## config.mk

```make
export PLATFORM = sky130hd
export DESIGN_NAME = dfs_ram
export DESIGN_NICKNAME = d
export VERILOG_FILES = /design/src/sv/dfs_ram.sv
export SDC_FILE = /design/constraint.sdc
export NUM_CORES = 1
export LEC_CHECK = 0
export ABC_AREA = 0
export BUFFER_PORTS_ARGS = -buffer_cell sky130_fd_sc_hd__buf_2
export CORE_ASPECT_RATIO = 0.7
export CORE_MARGIN = 4
export CORE_UTILIZATION = 45
export CTS_CLUSTER_DIAMETER = 80
export DETAILED_ROUTE_END_ITERATION = 12
export PLACE_DENSITY_LB_ADDON = 0.15
export SETUP_SLACK_MARGIN = 0.4
export SLEW_MARGIN = 20
export SYNTH_ARGS = -nofsm -noshare
export SYNTH_HDL_FRONTEND = slang
export SYNTH_SLANG_ARGS = --single-unit
```

## constraint.sdc

```tcl
create_clock -name clk -period 3.1 [get_ports clk]
set_input_delay 0.62 -clock clk [delete_from_list [all_inputs] [get_ports clk]]
set_output_delay 0.62 -clock clk [all_outputs]
set_load 0.005 [all_outputs]
```

## src/sv/dfs_ram.sv

```systemverilog
// Generic single write port RAM with a registered read port.
module dfs_ram #(
  parameter int WIDTH = 8,
  parameter int DEPTH = 64
) (
  input  logic                     clk,
  input  logic                     we,
  input  logic [$clog2(DEPTH)-1:0] waddr,
  input  logic [WIDTH-1:0]         wdata,
  input  logic [$clog2(DEPTH)-1:0] raddr,
  output logic [WIDTH-1:0]         rdata
);

  logic [WIDTH-1:0] mem [DEPTH];

  always_ff @(posedge clk) begin
    if (we) begin
      mem[waddr] <= wdata;
    end
    rdata <= mem[raddr];
  end

endmodule

```

# == Word-level counts from Yosys, hierarchy flattened ==
# Memory sizes are Yosys's and may differ from the RTL's. A register that Yosys moved wholly into a read port is not among the register bits.
# Cells that the tools add are included.
# classes
n_mux,2
# ops
operator,n
2-to-1 mux 1 bit,2
# word_totals
ff_bits,0
output_inout_bits,8
n_memories,1
ram_bits,512
inputBits,22
# memory_table
memory,words,word_bits,read_ports,rd_clocked_by_memory_dff,write_ports,line,source
mem,64,8,1,1,1,14,logic [WIDTH-1:0] mem [DEPTH];

# == Depth between registers and ports, before layout ==
# logic_depth
word_depth,2
depth_mapped,9
mapped_depth_nobuf,5

# == Worst setup path before layout ==
# OpenSTA, ideal clock, no wires.
# synth_path
path_kind,input -> register
startpoint,input port raddr[1]
endpoint,register rdata[3] (read register of mem)
n_path_buf,3
setup_time_ns,0.128
arrival_time_ns,2.160
stages,7
slack_ns,0.812
cell_sequence,buf_4 > buf_2 > buf_2 > mux4_2 > mux4_2 > o21ai_1 > o41ai_1
# synth_lines
item,line,source
"start, declared",10,"input logic [$clog2(DEPTH)-1:0] raddr,"
"end, declared",11,output logic [WIDTH-1:0] rdata

==> qor.txt <==
Logic pwr share -> 0.054
Worst hold path class -> in2reg
Drt wl/cell -> 28.2 um
Global route overflow -> 0
Worst slew pin tran -> 0.842 ns
Area delta synth->final -> 15.2%
Final Slew Violations -> 0
Layout cells sized above 1 -> 0.316
First-pass GRT wire length -> 70000 um
Post-Synthesis Cell Area -> 0.0202 mm2
Buffers plus inverters on the worst setup path -> 2
Power Density -> 611 mW/mm2
# rows -> 64
Worst path slowest cell -> a2111oi_0
Core ar. -> 0.0440 mm2
R2r setup slk -> 0.89 ns
Crit-path max cell delay -> 0.78 ns
Die area -> 0.0483 mm2
Worst EP required -> 3.53 ns
Ant. Diodes -> 0
Crit Path Category -> in2reg
Reg-to-Reg Start -> mem[3][5]$_DFFE_PP_
Crit path time final -> 2.40 ns
F_max -> 417 MHz
CP top delay family -> compound AO/OA/AOI/OAI gates
Clock Tree Buf Depth -> 3
Most used DFF post-synth -> edfxtp_1
Initial antenna violation count -> 1
Clock power share -> 0.396
Die W -> 261 um
Vias/cell -> 5.79
Port Buffers -> 29
Detailed Routing Iterations Pass 1 -> 5
Startpoint class of the critical path -> input pin
CTS tree -> yes
Sw Ratio -> 0.211
Flops & latches, synth -> 520
Syn Nets -> 962
Unrepaired setup endpoints after global routing -> false
Iter 0 DRT Violations -> 1187
WL final -> 48400 um
Die Y -> 185 um
Vias in the first global route -> 9767
# Post-CTS Setup Buffers -> 0
Vias -> 9948
Critical path, cell by cell -> clkbuf_8 > mux4_2 > nor2b_1 > a2111oi_0 > buf_4 > o41ai_1
Htree depth -> 2
Power Total -> 14.2 mW
Distinct cells, synth -> 40
Residual DRC -> 0
Most common cell after layout, fill and taps aside -> edfxtp_1
Sw Pwr -> 2.99 mW
Async SR Flop Fraction -> 0
Initial Utilization -> 0.459
CTS clock-pin slew for the worst setup and hold paths -> 0.06 ns
Cts hold-fix bufs -> 0
Top-Level Pins -> 30
P_leak -> 7.45 nW
Run status -> finished, final reports clean
Total negative setup slack -> 0 ns
Overall Global Routing Usage -> 0.203
Reg power frac -> 0.550
CP Capture Type -> register
Fin. Hold Viols -> 0
Total of max-cap violations -> 0
Yosys Warn Count -> 0
Clock sink count -> 520
Tcrit/Tclk final -> 0.774
Final-stage net count -> 1114
Int Pwr -> 11.2 mW
Dpl cells -> 1636
Largest net degree at the start of global routing -> 65
CTS Buf Count -> 48
Worst clock skew -> 0.00746 ns
CP Launch Point -> raddr[0]
Post-CTS sizing -> 0
Mapped Avg Cell Area -> 21.5 um2
Final weighted congestion in routability-driven placement -> 0.815
Post-Synthesis Cells -> 940
Post-synth EDFFs -> 512
Peak fanout along the critical path -> 31
FF-to-FF path depth -> 5
Crit path DAT -> 2.83 ns
Clk root buf -> clkbuf_16
Clock Latency Late Sink -> 0.56 ns
Fillcell total -> 3444
Peak supply drop -> 0.403 mV
Min-Delay Endpoint -> mem[50][5]$_DFFE_PP_
Post-Layout Cell Count -> 1718
ANT nets after route -> 0
Most frequent cells in the layout -> 512 x edfxtp_1, 126 x mux4_2, 119 x buf_4
DP HPWL -> 31700 um
Hold depth -> 1
Setup-failing EPs final -> 0
Hold_sp -> wdata[5]
Relative slew slack -> 0.424
FF-to-FF End -> rdata[5]$_DFF_P_
Seq/Total Area, Yosys -> 0.770
## worst max-delay path by stage
stage,slack [ns],depth (start not counted),endpoint
2_1_floorplan,0.81,7,rdata[3]$_DFF_P_
3_3_place_gp,0.18,7,rdata[2]$_DFF_P_
3_5_place_dp,0.13,7,rdata[2]$_DFF_P_
4_1_cts,0.72,7,rdata[2]$_DFF_P_
5_1_grt,0.59,7,rdata[2]$_DFF_P_
6_report,0.70,6,rdata[5]$_DFF_P_
## sequential cells by signal (all words and copies together), names as in the netlist
register and cells:
mem 512, rdata 8
## cell type report
| class | count | area [um2] | area share |
|---|---|---|---|
| repair buffers | 153 | 1180 | 0.0507 |
| well taps | 594 | 743 | 0.0320 |
| clock buffers | 57 | 1260 | 0.0541 |
| clock inverters | 25 | 195 | 0.00841 |
| multi-input cells | 369 | 4320 | 0.186 |
| flip-flops and latches | 520 | 15500 | 0.669 |
## kinds of logic (layout without fill, tap and decap cells)
logic type / Yosys count / count (layout) / synth area share
AO/OA/AOI/OAI: 54 / 54 / 0.0207
flip-flops: 520 / 520 / 0.770
multiplexers: 162 / 162 / 0.159
buffers and inverters: 51 / 235 / 0.0157
AND/OR/NAND/NOR: 153 / 153 / 0.0339
## layer usage
metal  share of wire  GRT usage  vias up
met4           0.016     0.0414        0
li1                -          -     4220
met3           0.085     0.0492       62
met2            0.43      0.287      379
met1            0.47      0.323     5287
met5               0          0        -
## cells in the mapped netlist (6+ instances only)
master      n  area share
edfxtp_1  512        0.76
mux4_2    126        0.14
nor2_1     83       0.015
mux2i_1    23       0.011
nand2_1    19      0.0035
clkbuf_1   17      0.0032
nor2b_1    14      0.0043
buf_4      13      0.0048
mux2_2     13      0.0073
nand3_1    13      0.0032
buf_2      11      0.0027
dfxtp_1     8      0.0079
o221ai_1    8      0.0035
o22ai_1     8      0.0025
nand2b_1    7      0.0022
nor3_1      7      0.0017
a221oi_1    6      0.0026
## power by group through the flow
stage | Combinational, mW | Sequential (mW) | Clock, mW
3_3_place_gp | 0.769 | 7.95 | 0
5_1_grt | 0.826 | 7.80 | 6.04
3_5_place_dp | 0.778 | 7.96 | 0
2_1_floorplan | 0.415 | 7.94 | 0
6_report | 0.773 | 7.80 | 5.61
4_1_cts | 0.779 | 7.80 | 5.72
## per-stage QoR
step	setup slack, ns	area (um2)	util	hold WS [ns]
after global routing	0.590	23200	0.528	0.332
after detailed placement	0.133	21800	0.495	0.860
after global placement	0.178	21800	0.495	0.859
after CTS	0.725	23200	0.528	0.306
final	0.701	23200	0.528	0.336
after floorplan	0.812	20200	-	0.718
(Power assumes the default switching activity.)
