--- src/sv/dfs_pkg.sv ---
// Shared types and constants for the depth-first search timestamp block.
package dfs_pkg;

  localparam int MAX_NODES = 64;
  localparam int VTX_W     = $clog2(MAX_NODES);
  localparam int CNT_W     = VTX_W + 1;
  localparam int TIME_W    = 8;
  localparam int PAR_W     = 7;
  localparam int STK_W     = CNT_W + VTX_W;
  localparam int DP_W      = TIME_W + PAR_W;

  localparam logic [PAR_W-1:0]     NO_PARENT = {PAR_W{1'b1}};
  localparam logic [MAX_NODES-1:0] ROW_ONE   = MAX_NODES'(1);
  localparam logic [CNT_W-1:0]     NODES_MAX = CNT_W'(MAX_NODES);

  typedef enum logic [1:0] {
    MODE_CLEAR = 2'd0,
    MODE_EDGE  = 2'd1,
    MODE_RUN   = 2'd2,
    MODE_NONE  = 2'd3
  } mode_t;

  // Result of one step of the shared index scan unit.
  typedef struct packed {
    logic             done;
    logic             hit;
    logic [CNT_W-1:0] nxt;
  } scan_res_t;

endpackage

--- src/sv/dfs_scan.sv ---
// Shared scan unit: tests one candidate index against a limit and a candidate mask.
module dfs_scan (
  input  logic [dfs_pkg::CNT_W-1:0]     idx,
  input  logic [dfs_pkg::CNT_W-1:0]     limit,
  input  logic [dfs_pkg::MAX_NODES-1:0] cand,
  output dfs_pkg::scan_res_t            res
);
  import dfs_pkg::*;

  // The limit never exceeds the node count, so an index below it fits the vertex width.
  always_comb begin
    res.done = (idx >= limit);
    res.hit  = !res.done && cand[idx[VTX_W-1:0]];
    res.nxt  = idx + CNT_W'(1);
  end

endmodule

--- config.mk ---
export PLATFORM = sky130hd
export DESIGN_NAME = dfs_scan
export DESIGN_NICKNAME = d
export VERILOG_FILES = /design/src/sv/dfs_pkg.sv /design/src/sv/dfs_scan.sv
export SDC_FILE = /design/constraint.sdc
export NUM_CORES = 1
export LEC_CHECK = 0
export BUFFER_PORTS_ARGS = -buffer_cell sky130_fd_sc_hd__buf_4
export CAP_MARGIN = 15
export CORE_MARGIN = 4
export CORE_UTILIZATION = 39
export DETAILED_ROUTE_END_ITERATION = 10
export PLACE_DENSITY = 0.85
export SYNTH_ARGS = -nofsm -noshare
export SYNTH_HDL_FRONTEND = slang
export SYNTH_SLANG_ARGS = --single-unit
--- constraint.sdc ---
create_clock -name vclk -period 2.15
set_clock_uncertainty 0.1 [all_clocks]
set_input_delay 0.215 -clock vclk [all_inputs]
set_output_delay 0.215 -clock vclk [all_outputs]
set_load 0.1 [all_outputs]
-- After elaboration in Yosys (flattened, before gate mapping)
Cells that the tools add are included.
- bits of input ports: 78
- word-level logic and storage cells: 7
- memory bits (writable): 0
- bits in latches: 0
- bits in read-only memories: 0
- memories: 0
- flip-flop bits (word level): 0
- multipliers: 0
- shifts and indexed selects: 0
- divide/modulo/power cells: 0
- mux-type cells: 2
- eq/ne operators: 0
- bitwise operators: 0
- reductions and logical operators: 2
- $add $sub $neg: 1
- magnitude comparators: 2
- operators by type and width (cell ; number):
    adder 7 x 1 -> 7 bit, second input constant ; 1
    >= comparator 7 bit ; 1
    less-than comparator 6 x 7 -> 1 bit, second input constant ; 1
    binary-select mux 1 bit (select 6 bit) ; 1
    logical AND 1 bit ; 1
    zero test 1 bit ; 1
    2-to-1 mux 1 bit ; 1

-- Longest topological paths before layout
- word-level depth: 3
- mapped depth: 8

-- Least setup slack after synthesis
Ideal clock, no wire load.
- kind: input -> output
- start point: in idx[0] (netlist bit)
- end point: out res[7] (netlist bit)
- path slack: -2134 ps
- arrival time: 3969 ps
- stages: 8
- cells stage by stage: buf_6 > inv_1 > ha_1 > nand2b_1 > a211oi_1 > o21a_1 > o221ai_1 > nor3_1
- RTL lines (item ; line ; RTL):
    from (decl) ; dfs_scan.sv:3 ; input logic [dfs_pkg::CNT_W-1:0] idx,
    to (decl) ; dfs_scan.sv:6 ; output dfs_pkg::scan_res_t res

==> impl_results.md <==
* Outcome: complete, no violations
* Hold Crit Depth at 3
* RePlAce Congestion at roughly 0.74
* DP Worst Slack at -50.59 ps
* DR DRC count at 0
* First-pass GRT wire length at ~5.3 mm
* Post-DP Area at approximately 0.0017 mm2
* Yosys top cell by area: mux4_1
* Hold Crit Start: idx[6]
* Die Y at 56.16 um
* Total chip power at about 0.47 mW
* CLK BUF at 0
* Largest net degree at the start of global routing at 20
* Mapped cell area at a little over 900 um2
* Initial Util at between 40% and 50%
* Cell Pwr Density at ~270 mW/mm2
* Sequential fraction of the synthesis area at 0%
* Synth top area share at 17.43%
* Routed length per instance at approximately 16 um
* # diodes at 0
* Critical path class: in2out
* Final hold viol count at 0
* CP startpoint kind: input pin
* Cells after synthesis at 98
* Final wirelength at between 3 and 4 mm
* Average cell area after synthesis at between 9 and 10 um2
* Std-Cell Rows at 17
* Final Util at between 70% and 80%
* FF+latch area at 0 um2
* Synth unique cells at 34
* Via/cell ratio at around 5.5
* Worst slew pin tran at around 340 ps
* Slowest stage cell, crit path: ha_4
* TritonRoute pass-1 iters at 4
* Antenna-violating nets left at 0
* Instance count on the critical path at 9
* Gr usage total at 20.29%
* Pins over their slew limit at 0
* Post-route minimum period at just over 2000 ps
* Initial antenna violation count at 0
* Die width at between 50 and 60 um
* Finished Cell Area at around 0.0017 mm2
* Mapped Nets at between 150 and 200
* HPWL after DPL at roughly 3.0 mm
* TNS Setup at 0 ps
* Max Cap Viol at 0
* Gr ovfl total at 0
* Worst Hold End: res[6]
* Layout net count at around 280
* Core area at 0.002212 mm2
* FFs & Latches at 0
* Critical path's top delay family: compound AO/OA/AOI/OAI gates
* Synth top area cells: mux4_1 17%, ha_1 11%, mux2_2 7.5%, mux4_2 7.5%, buf_6 5.0%
* Worst Path Arrival at between 1500 and 2000 ps
* Cells along the critical path: buf_6, clkinvlp_4, ha_4, nand2b_4, a211oi_2, o21a_1, o221ai_2, nor3_4, buf_12
* CP peak stage delay at about 210 ps
* DR iter-0 viols at 14
* Vias in the first global route at 1,268
* Synth-to-Final Area Change at 92.95%
* Tcrit/Tclk final at 96.33%
* Max Fclk at roughly 480 MHz
* IO Pins at 87
* Worst min path class: in2out
* Worst setup EP type: primary output
* Die area at around 0.0032 mm2
* Crit path max fanout at 12
* Slew HR at approximately 77%
* Vias at 1,192
* Yosys warns at 0
* Layout cell share with drive strength beyond 1 at around two thirds
* VDD IR max at 0.1918 mV
* P_leak at about 0.86 nW
* Worst setup margin at around 79 ps
* Critical path required time at about 1800 ps
* Count of final setup violators at 0
* Port-buffer cells at 87
* WP buf/inv at 3
## synth_stat cells (all sizes together)
cell type / count
or2b: 1
nor4b: 1
a311o: 2
nand2: 6
nor4: 3
a21oi: 4
nor2: 3
nand2b: 1
xnor2: 3
o221ai: 1
a2bb2o: 1
buf: 6
ha: 8
and2b: 1
o22ai: 4
xor2: 2
nor2b: 3
o21a: 1
nor3: 4
o311ai: 1
nand3: 3
a211oi: 5
mux2i: 4
o41ai: 1
o21ai: 1
mux4: 9
o211ai: 2
mux2: 6
inv: 10
clkdlybuf4s18: 1
## kinds of logic (layout without fill, tap and decap cells)
logic type	after synthesis	count (layout)	synth area share, %
mux	19	19	36.79
fa+ha+maj	8	8	11.07
compound gates	23	23	19.78
xor+xnor	5	5	4.842
simple gates	26	26	15.63
buf+inv	17	108	11.89
## layout make-up
cell class	count	area [um2]
well taps	28	35.03
repair buffers	98	759.5
inverters	10	41.29
multi-input cells	81	909.6
fillers	150	466.7
## stage by stage
stage                     hold slack (ps)  instances
after CTS                           723.5        217
after floorplan                     653.0         98
after global routing                733.9        217
after detailed placement            723.3        217
after global placement              711.2        217
final                               719.2        217
## placed cells by master, fill, tap and decap left out, drive strengths merged
master	synthesis	routed
a211oi	5	5
a21oi	4	4
a2bb2o	1	1
a311o	2	2
and2b	1	1
buf	6	98
clkinvlp	0	1
ha	8	8
inv	10	9
mux2	6	6
mux2i	4	4
mux4	9	9
nand2	6	6
nand2b	1	1
nand3	3	3
nor2	3	3
nor2b	3	3
nor3	4	4
nor4	3	3
nor4b	1	1
o211ai	2	2
o21a	1	1
o21ai	1	1
o221ai	1	1
o22ai	4	4
o311ai	1	1
o41ai	1	1
or2b	1	1
xnor2	3	3
xor2	2	2
## layer usage
metal	share of wire, %	wire length [um]	global-route usage (%)	vias up
li1	-	-	-	574
met1	34	1157	21.15	556
met2	55	1878	40.07	58
met3	9.3	316	5.800	4
met4	1.1	38	3.051	0
met5	0	0	0	-
## report_power, final
part	internal [mW]	switching, mW
clock network	0	0
logic	0.225	0.245
registers	0	0
total	0.225	0.245
## tightest hold or removal path, delay by kind of cell
kind | cells | cell delay (ps)
buf+inv | 2 | 320
xor+xnor | 1 | 60
## timing repair
action	4_1_cts	5_1_grt
setup buffers	0	0
hold buffers	0	0
hold endpoints to repair	0	0
setup endpoints to repair	1	1
pin swaps	0	4
resized for setup	2	10
## worst max-delay path by stage
stage               startpoint  endpoint  slack, ps
floorplan               idx[0]    res[7]       -720
global route            idx[2]    res[7]        -50
CTS                     idx[0]    res[7]          2
global placement        idx[1]    res[7]         20
finish                  idx[0]    res[7]         80
detailed placement      idx[0]    res[7]        -50
No activity file was read; power rests on OpenSTA's default activity.
